### config.mk
export PLATFORM = sky130hd
export DESIGN_NAME = longest_prefix_route_lookup
export DESIGN_NICKNAME = d
export VERILOG_FILES = /design/src/design/lprl_pkg.sv /design/src/design/longest_prefix_route_lookup.sv /design/src/design/lprl_table.sv /design/src/design/lprl_scan.sv
export SDC_FILE = /design/constraint.sdc
export NUM_CORES = 1
export LEC_CHECK = 0
export BUFFER_PORTS_ARGS = -buffer_cell sky130_fd_sc_hd__buf_2
export CAP_MARGIN = 0
export CORE_ASPECT_RATIO = 1.75
export CORE_MARGIN = 3
export CORE_UTILIZATION = 50
export CTS_CLUSTER_DIAMETER = 150
export DETAILED_ROUTE_END_ITERATION = 7
export GPL_TIMING_DRIVEN = 0
export PLACE_DENSITY = 0.71
export SLEW_MARGIN = 20
export SYNTH_ARGS = -nofsm -noshare
export SYNTH_HDL_FRONTEND = slang
export SYNTH_HIERARCHICAL = 1
export SYNTH_SLANG_ARGS = --single-unit
### constraint.sdc
create_clock -name clk -period 12.7 [get_ports clk]
set_input_delay 0.635 -clock clk [delete_from_list [all_inputs] [get_ports clk]]
set_output_delay 0.635 -clock clk [all_outputs]
set_load 0.005 [all_outputs]
### src/design/lprl_pkg.sv
// Shared types and constants for the longest-prefix route lookup.
package lprl_pkg;

    localparam int ADDR_W  = 32;
    localparam int INDEX_W = 4;
    localparam int IFACE_W = 4;
    localparam int MAX_ENTRIES = 1 << INDEX_W;

    localparam logic ACT_WRITE  = 1'b0;
    localparam logic ACT_LOOKUP = 1'b1;

    typedef struct packed {
        logic [ADDR_W-1:0]  dest;
        logic [ADDR_W-1:0]  mask;
        logic [IFACE_W-1:0] iface;
        logic               valid;
    } entry_t;

    typedef struct packed {
        logic               clear;
        logic               enable;
        logic [INDEX_W-1:0] index;
    } cmp_ctrl_t;

endpackage

### src/design/longest_prefix_route_lookup.sv
// Top level of the longest-prefix route lookup: sequencer, route table and compare unit.
// A write word is taken as soon as it is accepted and busy stays low, so a new word may follow at once.
// A lookup word raises busy for SCAN, one table read a cycle for N = min(TABLE_ENTRIES, 16)
// entries, and for FLUSH. Its result appears with done for one cycle in DONE, busy low.
// A new word can be accepted in that same cycle; no word is taken while busy.
// Reset (rst_n low, asynchronous) clears the valid bits of all routes and idles the sequencer.
module longest_prefix_route_lookup #(
    parameter int TABLE_ENTRIES = 16,
    parameter int IFACE_COUNT   = 16
) (
    input  logic                           clk,
    input  logic                           rst_n,
    input  logic                           start,
    output logic                           busy,
    input  logic                           action,
    input  logic [lprl_pkg::INDEX_W-1:0]   entry_index,
    input  logic                           entry_valid,
    input  logic [lprl_pkg::ADDR_W-1:0]    route_dest,
    input  logic [lprl_pkg::ADDR_W-1:0]    route_mask,
    input  logic [lprl_pkg::IFACE_W-1:0]   route_iface,
    input  logic [lprl_pkg::ADDR_W-1:0]    lookup_address,
    output logic                           done,
    output logic                           found,
    output logic [lprl_pkg::INDEX_W-1:0]   best_index,
    output logic [lprl_pkg::IFACE_W-1:0]   best_iface,
    output logic [lprl_pkg::ADDR_W-1:0]    best_mask
);
    import lprl_pkg::*;

    // The entry index of a write word is four bits wide, so no more than sixteen
    // routes can ever be installed. Entries past that would never be valid and
    // could never match, so the table only holds the reachable ones.
    localparam int DEPTH = (TABLE_ENTRIES < MAX_ENTRIES) ? TABLE_ENTRIES : MAX_ENTRIES;
    localparam int IDX_W = (DEPTH > 1) ? $clog2(DEPTH) : 1;
    localparam logic [IDX_W-1:0] LAST_IDX = IDX_W'(DEPTH - 1);

    // SCAN issues one table read per cycle; FLUSH lets the final read reach the
    // compare unit; DONE presents the result and is ready for the next word.
    typedef enum logic [1:0] {
        IDLE,
        SCAN,
        FLUSH,
        DONE
    } state_t;

    state_t             state_reg,   state_next;
    logic [IDX_W-1:0]   scan_reg,    scan_next;
    logic [ADDR_W-1:0]  addr_reg,    addr_next;
    logic               cmp_en_reg,  cmp_en_next;
    logic [IDX_W-1:0]   cmp_idx_reg, cmp_idx_next;
    logic               busy_reg,    busy_next;
    logic               done_reg,    done_next;

    logic               accept;
    logic               lookup_start;
    logic               index_ok;
    logic               iface_ok;
    logic               wr_en;
    logic               rd_en;
    entry_t             rd_entry;
    cmp_ctrl_t          cmp_ctrl;

    assign accept       = start && !busy_reg;
    assign lookup_start = accept && (action == ACT_LOOKUP);

    // A write beyond the table is dropped, as is an install naming an interface
    // that does not exist. A removal within the table always takes effect.
    assign index_ok = (32'(entry_index) < DEPTH);
    assign iface_ok = (32'(route_iface) < IFACE_COUNT);
    assign wr_en    = accept && (action == ACT_WRITE) && index_ok && (!entry_valid || iface_ok);

    always_comb
    begin
        state_next   = state_reg;
        scan_next    = scan_reg;
        addr_next    = addr_reg;
        cmp_en_next  = 1'b0;
        cmp_idx_next = scan_reg;
        done_next    = 1'b0;
        rd_en        = 1'b0;
        unique case (state_reg)
            IDLE, DONE:
            begin
                state_next = IDLE;
                if (lookup_start)
                begin
                    state_next = SCAN;
                    scan_next  = '0;
                    addr_next  = lookup_address;
                end
            end
            SCAN:
            begin
                rd_en       = 1'b1;
                cmp_en_next = 1'b1;
                if (scan_reg == LAST_IDX)
                begin
                    state_next = FLUSH;
                end
                else
                begin
                    scan_next = scan_reg + IDX_W'(1);
                end
            end
            FLUSH:
            begin
                state_next = DONE;
                done_next  = 1'b1;
            end
            default:
            begin
                state_next = IDLE;
            end
        endcase
        busy_next = (state_next == SCAN) || (state_next == FLUSH);
    end

    always_ff @(posedge clk or negedge rst_n)
    begin
        if (!rst_n)
        begin
            state_reg  <= IDLE;
            scan_reg   <= '0;
            cmp_en_reg <= 1'b0;
            busy_reg   <= 1'b0;
            done_reg   <= 1'b0;
        end
        else
        begin
            state_reg  <= state_next;
            scan_reg   <= scan_next;
            cmp_en_reg <= cmp_en_next;
            busy_reg   <= busy_next;
            done_reg   <= done_next;
        end
    end

    // The lookup address and the index travelling alongside the read are payload.
    always_ff @(posedge clk)
    begin
        addr_reg    <= addr_next;
        cmp_idx_reg <= cmp_idx_next;
    end

    lprl_table #(
        .DEPTH (DEPTH),
        .IDX_W (IDX_W)
    ) u_table (
        .clk      (clk),
        .rst_n    (rst_n),
        .wr_en    (wr_en),
        .wr_addr  (entry_index[IDX_W-1:0]),
        .wr_valid (entry_valid),
        .wr_dest  (route_dest),
        .wr_mask  (route_mask),
        .wr_iface (route_iface),
        .rd_en    (rd_en),
        .rd_addr  (scan_reg),
        .rd_entry (rd_entry)
    );

    // The compare unit is cleared on the edge that takes a lookup word, then sees
    // one entry per cycle, each in the cycle after the read that fetched it.
    assign cmp_ctrl.clear  = lookup_start;
    assign cmp_ctrl.enable = cmp_en_reg;
    assign cmp_ctrl.index  = INDEX_W'(cmp_idx_reg);

    lprl_scan u_scan (
        .clk        (clk),
        .rst_n      (rst_n),
        .ctrl       (cmp_ctrl),
        .entry      (rd_entry),
        .address    (addr_reg),
        .found      (found),
        .best_index (best_index),
        .best_iface (best_iface),
        .best_mask  (best_mask)
    );

    assign busy = busy_reg;
    assign done = done_reg;

endmodule

### src/design/lprl_table.sv
// Route table memory with one write port, one registered read port and per-entry valid bits.
module lprl_table #(
    parameter int DEPTH = 16,
    parameter int IDX_W = 4
) (
    input  logic                           clk,
    input  logic                           rst_n,
    input  logic                           wr_en,
    input  logic [IDX_W-1:0]               wr_addr,
    input  logic                           wr_valid,
    input  logic [lprl_pkg::ADDR_W-1:0]    wr_dest,
    input  logic [lprl_pkg::ADDR_W-1:0]    wr_mask,
    input  logic [lprl_pkg::IFACE_W-1:0]   wr_iface,
    input  logic                           rd_en,
    input  logic [IDX_W-1:0]               rd_addr,
    output lprl_pkg::entry_t               rd_entry
);
    import lprl_pkg::*;

    logic [ADDR_W-1:0]  dest_mem  [DEPTH];
    logic [ADDR_W-1:0]  mask_mem  [DEPTH];
    logic [IFACE_W-1:0] iface_mem [DEPTH];
    logic [DEPTH-1:0]   valid_reg;
    logic [ADDR_W-1:0]  rd_dest_reg;
    logic [ADDR_W-1:0]  rd_mask_reg;
    logic [IFACE_W-1:0] rd_iface_reg;
    logic               rd_valid_reg;

    // Removal only drops the valid bit; the stored fields are left alone.
    always_ff @(posedge clk)
    begin
        if (wr_en && wr_valid)
        begin
            dest_mem[wr_addr]  <= wr_dest;
            mask_mem[wr_addr]  <= wr_mask;
            iface_mem[wr_addr] <= wr_iface;
        end
        if (rd_en)
        begin
            rd_dest_reg  <= dest_mem[rd_addr];
            rd_mask_reg  <= mask_mem[rd_addr];
            rd_iface_reg <= iface_mem[rd_addr];
        end
    end

    always_ff @(posedge clk or negedge rst_n)
    begin
        if (!rst_n)
        begin
            valid_reg    <= '0;
            rd_valid_reg <= 1'b0;
        end
        else
        begin
            if (wr_en)
            begin
                valid_reg[wr_addr] <= wr_valid;
            end
            if (rd_en)
            begin
                rd_valid_reg <= valid_reg[rd_addr];
            end
        end
    end

    assign rd_entry = '{dest: rd_dest_reg, mask: rd_mask_reg, iface: rd_iface_reg,
                        valid: rd_valid_reg};

endmodule

### src/design/lprl_scan.sv
// Match-and-compare unit that keeps the best route found so far.
module lprl_scan (
    input  logic                           clk,
    input  logic                           rst_n,
    input  lprl_pkg::cmp_ctrl_t            ctrl,
    input  lprl_pkg::entry_t               entry,
    input  logic [lprl_pkg::ADDR_W-1:0]    address,
    output logic                           found,
    output logic [lprl_pkg::INDEX_W-1:0]   best_index,
    output logic [lprl_pkg::IFACE_W-1:0]   best_iface,
    output logic [lprl_pkg::ADDR_W-1:0]    best_mask
);
    import lprl_pkg::*;

    logic               found_reg;
    logic [INDEX_W-1:0] index_reg;
    logic [IFACE_W-1:0] iface_reg;
    logic [ADDR_W-1:0]  mask_reg;
    logic               hit;
    logic               better;
    logic               take;

    // A valid entry hits when the address and its destination agree on every mask bit.
    assign hit    = entry.valid && (((address ^ entry.dest) & entry.mask) == '0);
    // Only a larger mask value displaces the current best, so ties keep the lower index.
    assign better = !found_reg || (entry.mask > mask_reg);
    assign take   = ctrl.enable && hit && better;

    always_ff @(posedge clk or negedge rst_n)
    begin
        if (!rst_n)
        begin
            found_reg <= 1'b0;
        end
        else if (ctrl.clear)
        begin
            found_reg <= 1'b0;
        end
        else if (take)
        begin
            found_reg <= 1'b1;
        end
    end

    always_ff @(posedge clk)
    begin
        if (ctrl.clear)
        begin
            index_reg <= '0;
            iface_reg <= '0;
            mask_reg  <= '0;
        end
        else if (take)
        begin
            index_reg <= ctrl.index;
            iface_reg <= entry.iface;
            mask_reg  <= entry.mask;
        end
    end

    assign found      = found_reg;
    assign best_index = index_reg;
    assign best_iface = iface_reg;
    assign best_mask  = mask_reg;

endmodule

# --- Word-level counts from Yosys, hierarchy flattened ---
# Memories as Yosys holds them, arrays and structs flattened. A register that Yosys moved wholly into a read port is not among the register bits.
# Cells that the tools add are included.
word_totals:
  inputBits: 109
  elab_cells: 68
  regBits: 103
  out_inout_bits: 43
  memories: 3
  ram_bits: 1088
mem_list:
  columns: ["memory", "depth", "word_bits", "rd", "rd_clocked_by_memory_dff", "write_ports", "line_no", "source"]
  rows:
  - ["u_table.dest_mem", 16, 32, 1, 1, 1, "lprl_table.sv:20", "logic [ADDR_W-1:0] dest_mem [DEPTH];"]
  - ["u_table.mask_mem", 16, 32, 1, 1, 1, "lprl_table.sv:21", "logic [ADDR_W-1:0] mask_mem [DEPTH];"]
  - ["u_table.iface_mem", 16, 4, 1, 1, 1, "lprl_table.sv:22", "logic [IFACE_W-1:0] iface_mem [DEPTH];"]
classes:
  n_bitwise: 3
  add_sub_neg: 1
  n_eq_ne: 8
  n_lt_le_gt_ge: 4
  muxes: 17
  reduce_logical: 19
ops:
  columns: ["op", "count"]
  rows:
  - ["$and A32 B32 Y32", 1]
  - ["$gt A32 B32 Y1", 1]
  - ["$logic_not A32 Y1", 1]
  - ["$xor A32 B32 Y32", 1]
  - ["$bwmux W16", 1]
  - ["$lt A4 B5 Y1 const B", 2]
  - ["$mux W1", 9]
  - ["$logic_and A1 B1 Y1", 8]
  - ["$mux W4", 2]
  - ["$pmux W4 S2", 1]
  - ["$eq A2 B2 Y1 const B", 3]
  - ["$pmux W2 S3", 1]
  - ["$add A4 B1 Y4 const B", 1]
  - ["$bmux W1 S4", 1]
  - ["$demux W1 S4", 1]
  - ["$eq A2 B1 Y1 const B", 2]
  - ["$eq A4 B4 Y1 const B", 1]
  - ["$ge A4 B1 Y1 const B", 1]
  - ["$ne A2 B2 Y1 const B", 2]
  - ["$reduce_bool A2 Y1", 2]
  - ["$reduce_and A3 Y1", 1]
  - ["$logic_not A1 Y1", 2]
  - ["$logic_not A2 Y1", 1]
  - ["$logic_or A1 B1 Y1", 2]
  - ["other kinds (4)", 4]

# --- Logic depth before layout (Yosys ltp) ---
# Gate-level depths: netlist (run 1).
logic_depth:
  word_depth: 8
  ltp_mapped: 10

# --- Hierarchy ---
# Netlist (run 1), hierarchy kept.
modules_own_cells:
  columns: ["module", "cells_each", "seq_area_each_um2", "instances", "area_per_inst_um2"]
  rows:
  - ["lprl_table", 1666, 35138.7, 1, 43711.9]
  - ["lprl_scan", 346, 825.8, 1, 3094.2]
  - ["longest_prefix_route_lookup", 86, 1266.2, 1, 1562.7]

# --- Worst setup path after synthesis (run 1) ---
# No wires, ideal clock.
synth_timing:
  kind: "input -> register"
  start: "input port start"
  end: "memory u_table.dest_mem[0][0], enable pin"
  setup_time_ns: 0.496
  arrival_ns: 4.575
  n_path_buf: 1
  slack_ns: 7.629
  path_stages: 4
  cell_sequence: "nor3b_1 > or3b_2 > clkbuf_1 > nor2_1"
synth_between:
  elab_chain_len: 5
synth_rtl:
  columns: ["element", "line_no", "source"]
  rows:
  - ["start, declared", "longest_prefix_route_lookup.sv:13", "input logic start,"]
  - ["$logic_and A1 B1 Y1", "longest_prefix_route_lookup.sv:63", "assign accept = start && !busy_reg;"]
  - ["$logic_and A1 B1 Y1", "longest_prefix_route_lookup.sv:70", "assign wr_en = accept && (action == ACT_WRITE) && index_ok && (!entry_valid || iface_ok);"]
  - ["$logic_and A1 B1 Y1", "lprl_table.sv:32", "if (wr_en && wr_valid)"]
  - ["$mux W1", "lprl_table.sv:32", null]
  - ["$mux W1 (implied by the code)", "lprl_table.sv:34", "dest_mem[wr_addr] <= wr_dest;"]
  - ["end, declared", "lprl_table.sv:20", null]
# No other way between the ends.

==> impl_metrics.yaml, run 1 <==
die:
  fp.dieH_um: 417
  std_cell_rows: 150
  start_util_pct: 50.5
  die_width_um: 241
  core_area_sq_um: 95700
  dieArea_sq_um: 101000
  io_pins: 152
synth:
  synth_largest_area_cell: "edfxtp_1"
  yosys_register_bits: 1259
  synth.most_common_cell: "edfxtp_1"
  synth.distinct_cells: 53
  synthCells: 2098
  synth_ff_type: "edfxtp_1"
  yosys_warnings: 6
  synth_top_area_share_pct: 73.8
  ys_seq_area_share_pct: 77.0
  synth_area_leaders: "edfxtp_1, mux4_2, dfxtp_1"
  synth_edf_count: 1188
  avgSynthCellArea_sq_um: 23.1
  syn_nets: 2242
  async_flop_share_pct: 2.14
  synthTopCellsByCount: "edfxtp_1, mux4_2, nand2b_1"
  syn-cell-area_sq_um: 48400
clock_network:
  clock_path_buffers: 3
  cts_setup_buffers: 0
  cts_htree_levels: 3
  cts_tree: "yes"
  cts_root_buf: "clkbuf_16"
  cts.sink_count: 1259
  cts_inserted_buffers: 107
  clock_latency_ns: 0.71
  path_clk_slew_ns: 0.07
sta:
  clock.fmax_ghz: 0.271
  finalSetupViolCount: 0
  skew_ns: 0.0222
  hold_viol_final: 0
  finalCritPeriodShare_pct: 29.1
  final.setup.tns_ns: 0
  relSlewSlack_pct: 17.8
  fin_ws_ns: 9.01
  drv_slew: 0
  post-route-min-period_ns: 3.69
  whs_ns: 0.104
  worstMarginPinSlew_ns: 1.23
  rsz0062_at_grt: "no"
power:
  swShare_pct: 25.3
  p_switching_mw: 2.54
  pwr-share-seq_pct: 48.5
  peakVddDrop_mv: 0.141
  p_int_mw: 7.47
  p_comb_share_pct: 17.9
  p_per_area_nw_per_um2: 179
  clock_power_share_pct: 33.6
  p_leak_nw: 17.7
worst_setup_path:
  cp.required_ns: 13.12
  start_kind: "flip-flop"
  cp_data_arrival_time_ns: 4.11
  cpMaxStageDelayCell: "clkbuf_1"
  crit_chain: "buf_2, clkbuf_1, buf_1, mux4_2, mux4_2"
  crit_top_cell: "mux4_2"
  cp_top_family: "buffers and inverters"
  cp_num_buf_inv: 3
  endpoint_kind: "flip-flop"
  slowest_delay_ns: 0.93
  crit_type: "flip-flop to flip-flop"
  critical_path_peak_fanout: 10
route:
  drcViolationCount: 0
  vias_per_cell: 6.30
  drt-wirelength-per-cell_um: 32.8
  num_vias: 23600
  detail_route.wirelength_um: 123000
  antenna_left: 0
  drtIter0Drc: 2644
  dr.pass1.iters: 8
min_path:
  hold_path_class: "input pin to flip-flop"
global_routing:
  grt_start_max_net_pins: 42
  antenna_found_initial: 18
  grt_usage_pct: 25.0
  grt_pass1_wl_um: 176000
  grt_remaining_overflow: 0
  grt_pass1_vias: 24500
final_layout:
  syn_to_final_growth_pct: 15.9
  final_layout_size_suffix_gt1_share_pct: 31.5
  instances_no_fill: 3751
  finalNetCount: 2573
  fin_area_sq_um: 56100
  reg_top3: "u_table/dest_mem (512), u_table/mask_mem (512), u_table/iface_mem (64)"
placed_design:
  hpwl_um: 83100
  dp_slack_ns: 8.81
  postPlaceCellArea_sq_um: 52400
  gp_congestion: 0.861
  io_buffer_count: 151
  placed_cells: 3535
status:
  status: "complete, no violations"
flow_run:
  drv_cap: 0
-- cell usage in the layout (no fill, tap or decap), types with 19 or more instances in the layout --
cell / synthesis / layout
o21ai_0: 19 / 19
buf_4: 20 / 20
clkbuf_1: 49 / 72
inv_1: 37 / 37
dfrtp_1: 27 / 27
ha_1: 35 / 34
buf_2: 7 / 158
xor2_1: 33 / 33
buf_12: 0 / 38
mux2i_1: 43 / 43
nand2b_1: 83 / 83
buf_16: 0 / 32
dfxtp_1: 44 / 44
mux4_2: 344 / 344
clkbuf_16: 0 / 109
nand2_1: 24 / 24
edfxtp_1: 1188 / 1188
clkinv_1: 0 / 24
-- cell type report --
class                           instances  area [sq um]
Buffer                                 95           544
Fill cell                            6665         39700
Antenna cell                           11          27.5
Inverter                               38           144
Timing Repair Buffer                  222          2410
Clock buffer                          136          2830
Clock inverter                         68           762
Multi-Input combinational cell        706         10600
Tap cell                             1216          1520
Sequential cell                      1259         37200
-- path summary, 6_finish.rpt --
| kind | endpoint | cells after the start | slack, ns | start |
|---|---|---|---|---|
| setup / recovery | u_table/rd_mask_reg[4] | 5 | 9.01 | cmp_idx_next[1] |
| hold / removal | addr_reg[18] | 1 | 0.10 | lookup_address[18] |
| setup reg to reg | u_table/rd_mask_reg[4] | 5 | 9.01 | cmp_idx_next[1] |
| hold reg to reg | u_scan/best_index[0] | 2 | 0.48 | u_scan/best_index[0] |
| max in group asynchronous | cmp_en_reg | 2 | 11.74 | rst_n |
| min in group asynchronous | u_table/valid_reg[15] | 2 | 0.51 | rst_n |
-- metal layers --
metal  share of wire, %  vias up  wire, um  global-route usage (%)
li1                   -     9484         -                       -
met1                 36    12600     44600                    32.4
met2                 51     1271     62600                    41.4
met3                8.7      250     10600                    5.43
met4                4.1        6      5070                    9.81
met5              0.029        -        36                       0
-- repair_timing --
action                    CTS  global route
resized for setup           0             0
hold endpoints to repair   27             0
hold buffers                1             0
-- kinds of logic after synthesis --
group	count (synthesis)	share of synthesized area (%)
mux	388	16.9
simple gates	169	2.03
xor+xnor	33	0.598
flops	1259	77.0
buf+inv	133	1.41
fa+ha+maj	35	0.905
compound gates	81	1.16
-- worst register-to-register path: cells and delay by family (launching register included) --
| kind | cells | cell delay (ns) |
|---|---|---|
| muxes | 2 | 1.00 |
| buffers and inverters | 3 | 1.96 |
| DFF | 1 | 0.45 |
-- stage by stage --
step / power (mW) / util [%]
floorplan: 6.07 / -
detailed placement: 6.75 / 54.8
finish: 10.0 / 58.6
global route: 10.3 / 58.6
global placement: 6.69 / 52.9
CTS: 10.1 / 58.5
-- power groups by stage --
stage | clock (mW) | sequential (mW) | combinational [mW]
after CTS | 3.42 | 4.85 | 1.82
after global routing | 3.59 | 4.86 | 1.89
after floorplan | 0 | 4.87 | 1.20
final | 3.36 | 4.85 | 1.79
after detailed placement | 0 | 4.94 | 1.81
after global placement | 0 | 4.95 | 1.74
Power figures use the tool's default switching activity.
==> inputs of run 2 (changes only) <==
Clock period 12.7 ns to 3.5 ns, I/O delays scaled along.
==> run 2 against run 1 <==
  * The run now ends with setup timing left
  * Combinational power rose to 3.7 times the previous value
  * Sequential power rose to 3.6 times the previous value
  * Sequential cell count did not move
  * Count of clock-buffer cells in the layout rose by 3
  * Register-to-register slack got worse by 9.0 ns
  * Setup slack got worse by 9.0 ns
  * Total power rose to 3.6 times the previous value
  * Routed wire length rose by 1.2%
  * Hold slack got worse by 0.067 ns
  * Die area did not move
  * Global-route usage rose by 0.37 points
==> impl_metrics.yaml, run 2 (synthesis gave the netlist of run 1 again) <==
worst_setup_path:
  cp.required_ns: 3.93
  endpoint_kind: "flip-flop"
  cpMaxStageDelayCell: "clkbuf_1"
  crit_type: "flip-flop to flip-flop"
  critical_path_peak_fanout: 10
  cp_top_family: "buffers and inverters"
  cp_num_buf_inv: 3
  crit_chain: "buf_2, clkbuf_1, clkbuf_1, mux4_2, mux4_2"
  cp_data_arrival_time_ns: 3.97
  start_kind: "flip-flop"
  slowest_delay_ns: 0.79
clock_network:
  cts.sink_count: 1259
  path_clk_slew_ns: 0.07
  clock_path_buffers: 3
  cts_tree: "yes"
  clock_latency_ns: 0.73
  cts_root_buf: "clkbuf_16"
  cts_htree_levels: 3
  cts_inserted_buffers: 109
sta:
  drv_slew: 0
  relSlewSlack_pct: 29.4
  finalCritPeriodShare_pct: 101
  final.setup.tns_ns: -0.0508
  rsz0062_at_grt: "no"
  post-route-min-period_ns: 3.53
  hold_viol_final: 0
  worstMarginPinSlew_ns: 1.06
  fin_ws_ns: -0.0307
  finalSetupViolCount: 4
  skew_ns: 0.0346
  clock.fmax_ghz: 0.283
final_layout:
  final_common_cell: "edfxtp_1"
  syn_to_final_growth_pct: 18.5
  final_layout_size_suffix_gt1_share_pct: 30.8
  finalNetCount: 2689
  mostFrequentLayoutCells: "edfxtp_1, mux4_2, buf_2"
  reg_top3: "u_table/dest_mem (512), u_table/mask_mem (512), u_table/iface_mem (64)"
die:
  fp.dieH_um: 417
  io_pins: 152
  die_width_um: 241
  core_area_sq_um: 95700
  start_util_pct: 50.5
  dieArea_sq_um: 101000
  std_cell_rows: 150
placed_design:
  gp_congestion: 0.860
  hpwl_um: 84000
  io_buffer_count: 151
route:
  drcViolationCount: 0
  dr.pass1.iters: 8
  drtIter0Drc: 2709
  vias_per_cell: 6.21
  antenna_left: 0
  detail_route.wirelength_um: 124000
  num_vias: 24000
  drt-wirelength-per-cell_um: 32.2
power:
  p_leak_nw: 18.3
  p_per_area_nw_per_um2: 636
  peakVddDrop_mv: 0.443
  finalPower_mw: 36.5
global_routing:
  grt_pass1_wl_um: 179000
  antenna_found_initial: 7
  grt_usage_pct: 25.3
  grt_remaining_overflow: 0
  grt_start_max_net_pins: 51
  grt_pass1_vias: 25200
status:
  violations: "setup timing"
  status: "complete, but fails checks"
min_path:
  hold_path_class: "input pin to asynchronous set/reset pin"
flow_run:
  drv_cap: 0
[run 2: cell types whose count changed in the layout (fill, tap and decap cells not counted), moves of 4 or more]
| cell | change |
|---|---|
| diode_2 | -8 |
| clkbuf_1 | -4 |
| dlygate4sd3_1 | +110 |
| buf_12 | -7 |
| buf_16 | +10 |
| clkbuf_8 | +4 |
| bufinv_16 | -4 |
| clkinv_1 | -8 |
| clkinv_2 | +4 |
[run 2: where the power goes]
part	internal [mW]	switching (mW)	total (mW)
combinational	3.13	3.53	6.65
clock	6.81	5.45	12.3
sequential	17.1	0.432	17.6
total	27.1	9.41	36.5
[run 2: metal layers]
| metal | track usage, % | routed length [um] | vias up |
|---|---|---|---|
| met1 | 31.8 | 44200 | 12700 |
| met2 | 43.4 | 64300 | 1261 |
| met4 | 10.0 | 5350 | 4 |
| li1 | - | - | 9696 |
| met3 | 5.17 | 10500 | 268 |
| met5 | 0 | 21 | - |
[run 2: worst paths after layout]
path	from	end	slack, ns	depth (start not counted)
setup / recovery	cmp_idx_next[1]	u_table/rd_dest_reg[1]	-0.03	5
hold / removal	rst_n	u_table/valid_reg[13]	0.04	2
setup reg to reg	cmp_idx_next[1]	u_table/rd_dest_reg[1]	-0.03	5
hold reg to reg	cmp_idx_reg[3]	u_scan/best_index[3]	0.47	2
max in group asynchronous	rst_n	u_table/valid_reg[15]	3.02	2
min in group clk	entry_valid	u_table/valid_reg[3]	0.13	3
[run 2: final cells by class]
cell class / count / area, sq um
Tap cell: 1216 / 1520
Multi-Input combinational cell: 706 / 10600
Sequential cell: 1259 / 37200
Timing Repair Buffer: 336 / 3650
Inverter: 38 / 144
Antenna cell: 3 / 7.51
Clock buffer: 139 / 2900
Clock inverter: 66 / 732
Buffer: 95 / 547
Fill cell: 6523 / 38400
[run 2: what timing repair did]
action / CTS / global route
endpoints found under the setup margin: 35 / 0
hold buffers: 111 / 0
hold endpoints to repair: 1173 / 0
setup buffers: 1 / 0
gates resized for setup: 2 / 0
[run 2: worst reg2reg max path: stages, from the launching register on]
cell and delay [ns]:
dfrtp_1 0.44, buf_2 0.24, clkbuf_1 0.76, clkbuf_1 0.79
mux4_2 0.46, mux4_2 0.56
[run 2: stage by stage]
| step | hold slack (ns) | instance area (sq um) | std cells | setup slack (ns) | utilization, % |
|---|---|---|---|---|---|
| 2_1_floorplan | -0.121 | 48400 | 2098 | -1.06 | - |
| 3_3_place_gp | 0.217 | 50700 | 3465 | -5.58 | 53.0 |
| 3_5_place_dp | 0.229 | 52600 | 3538 | -0.0275 | 54.9 |
| 4_1_cts | 0.0343 | 57300 | 3855 | 0.00833 | 59.9 |
| 5_1_grt | 0.0913 | 57300 | 3856 | 0.0164 | 59.9 |
| 6_report | 0.0362 | 57300 | 3858 | -0.0307 | 59.9 |
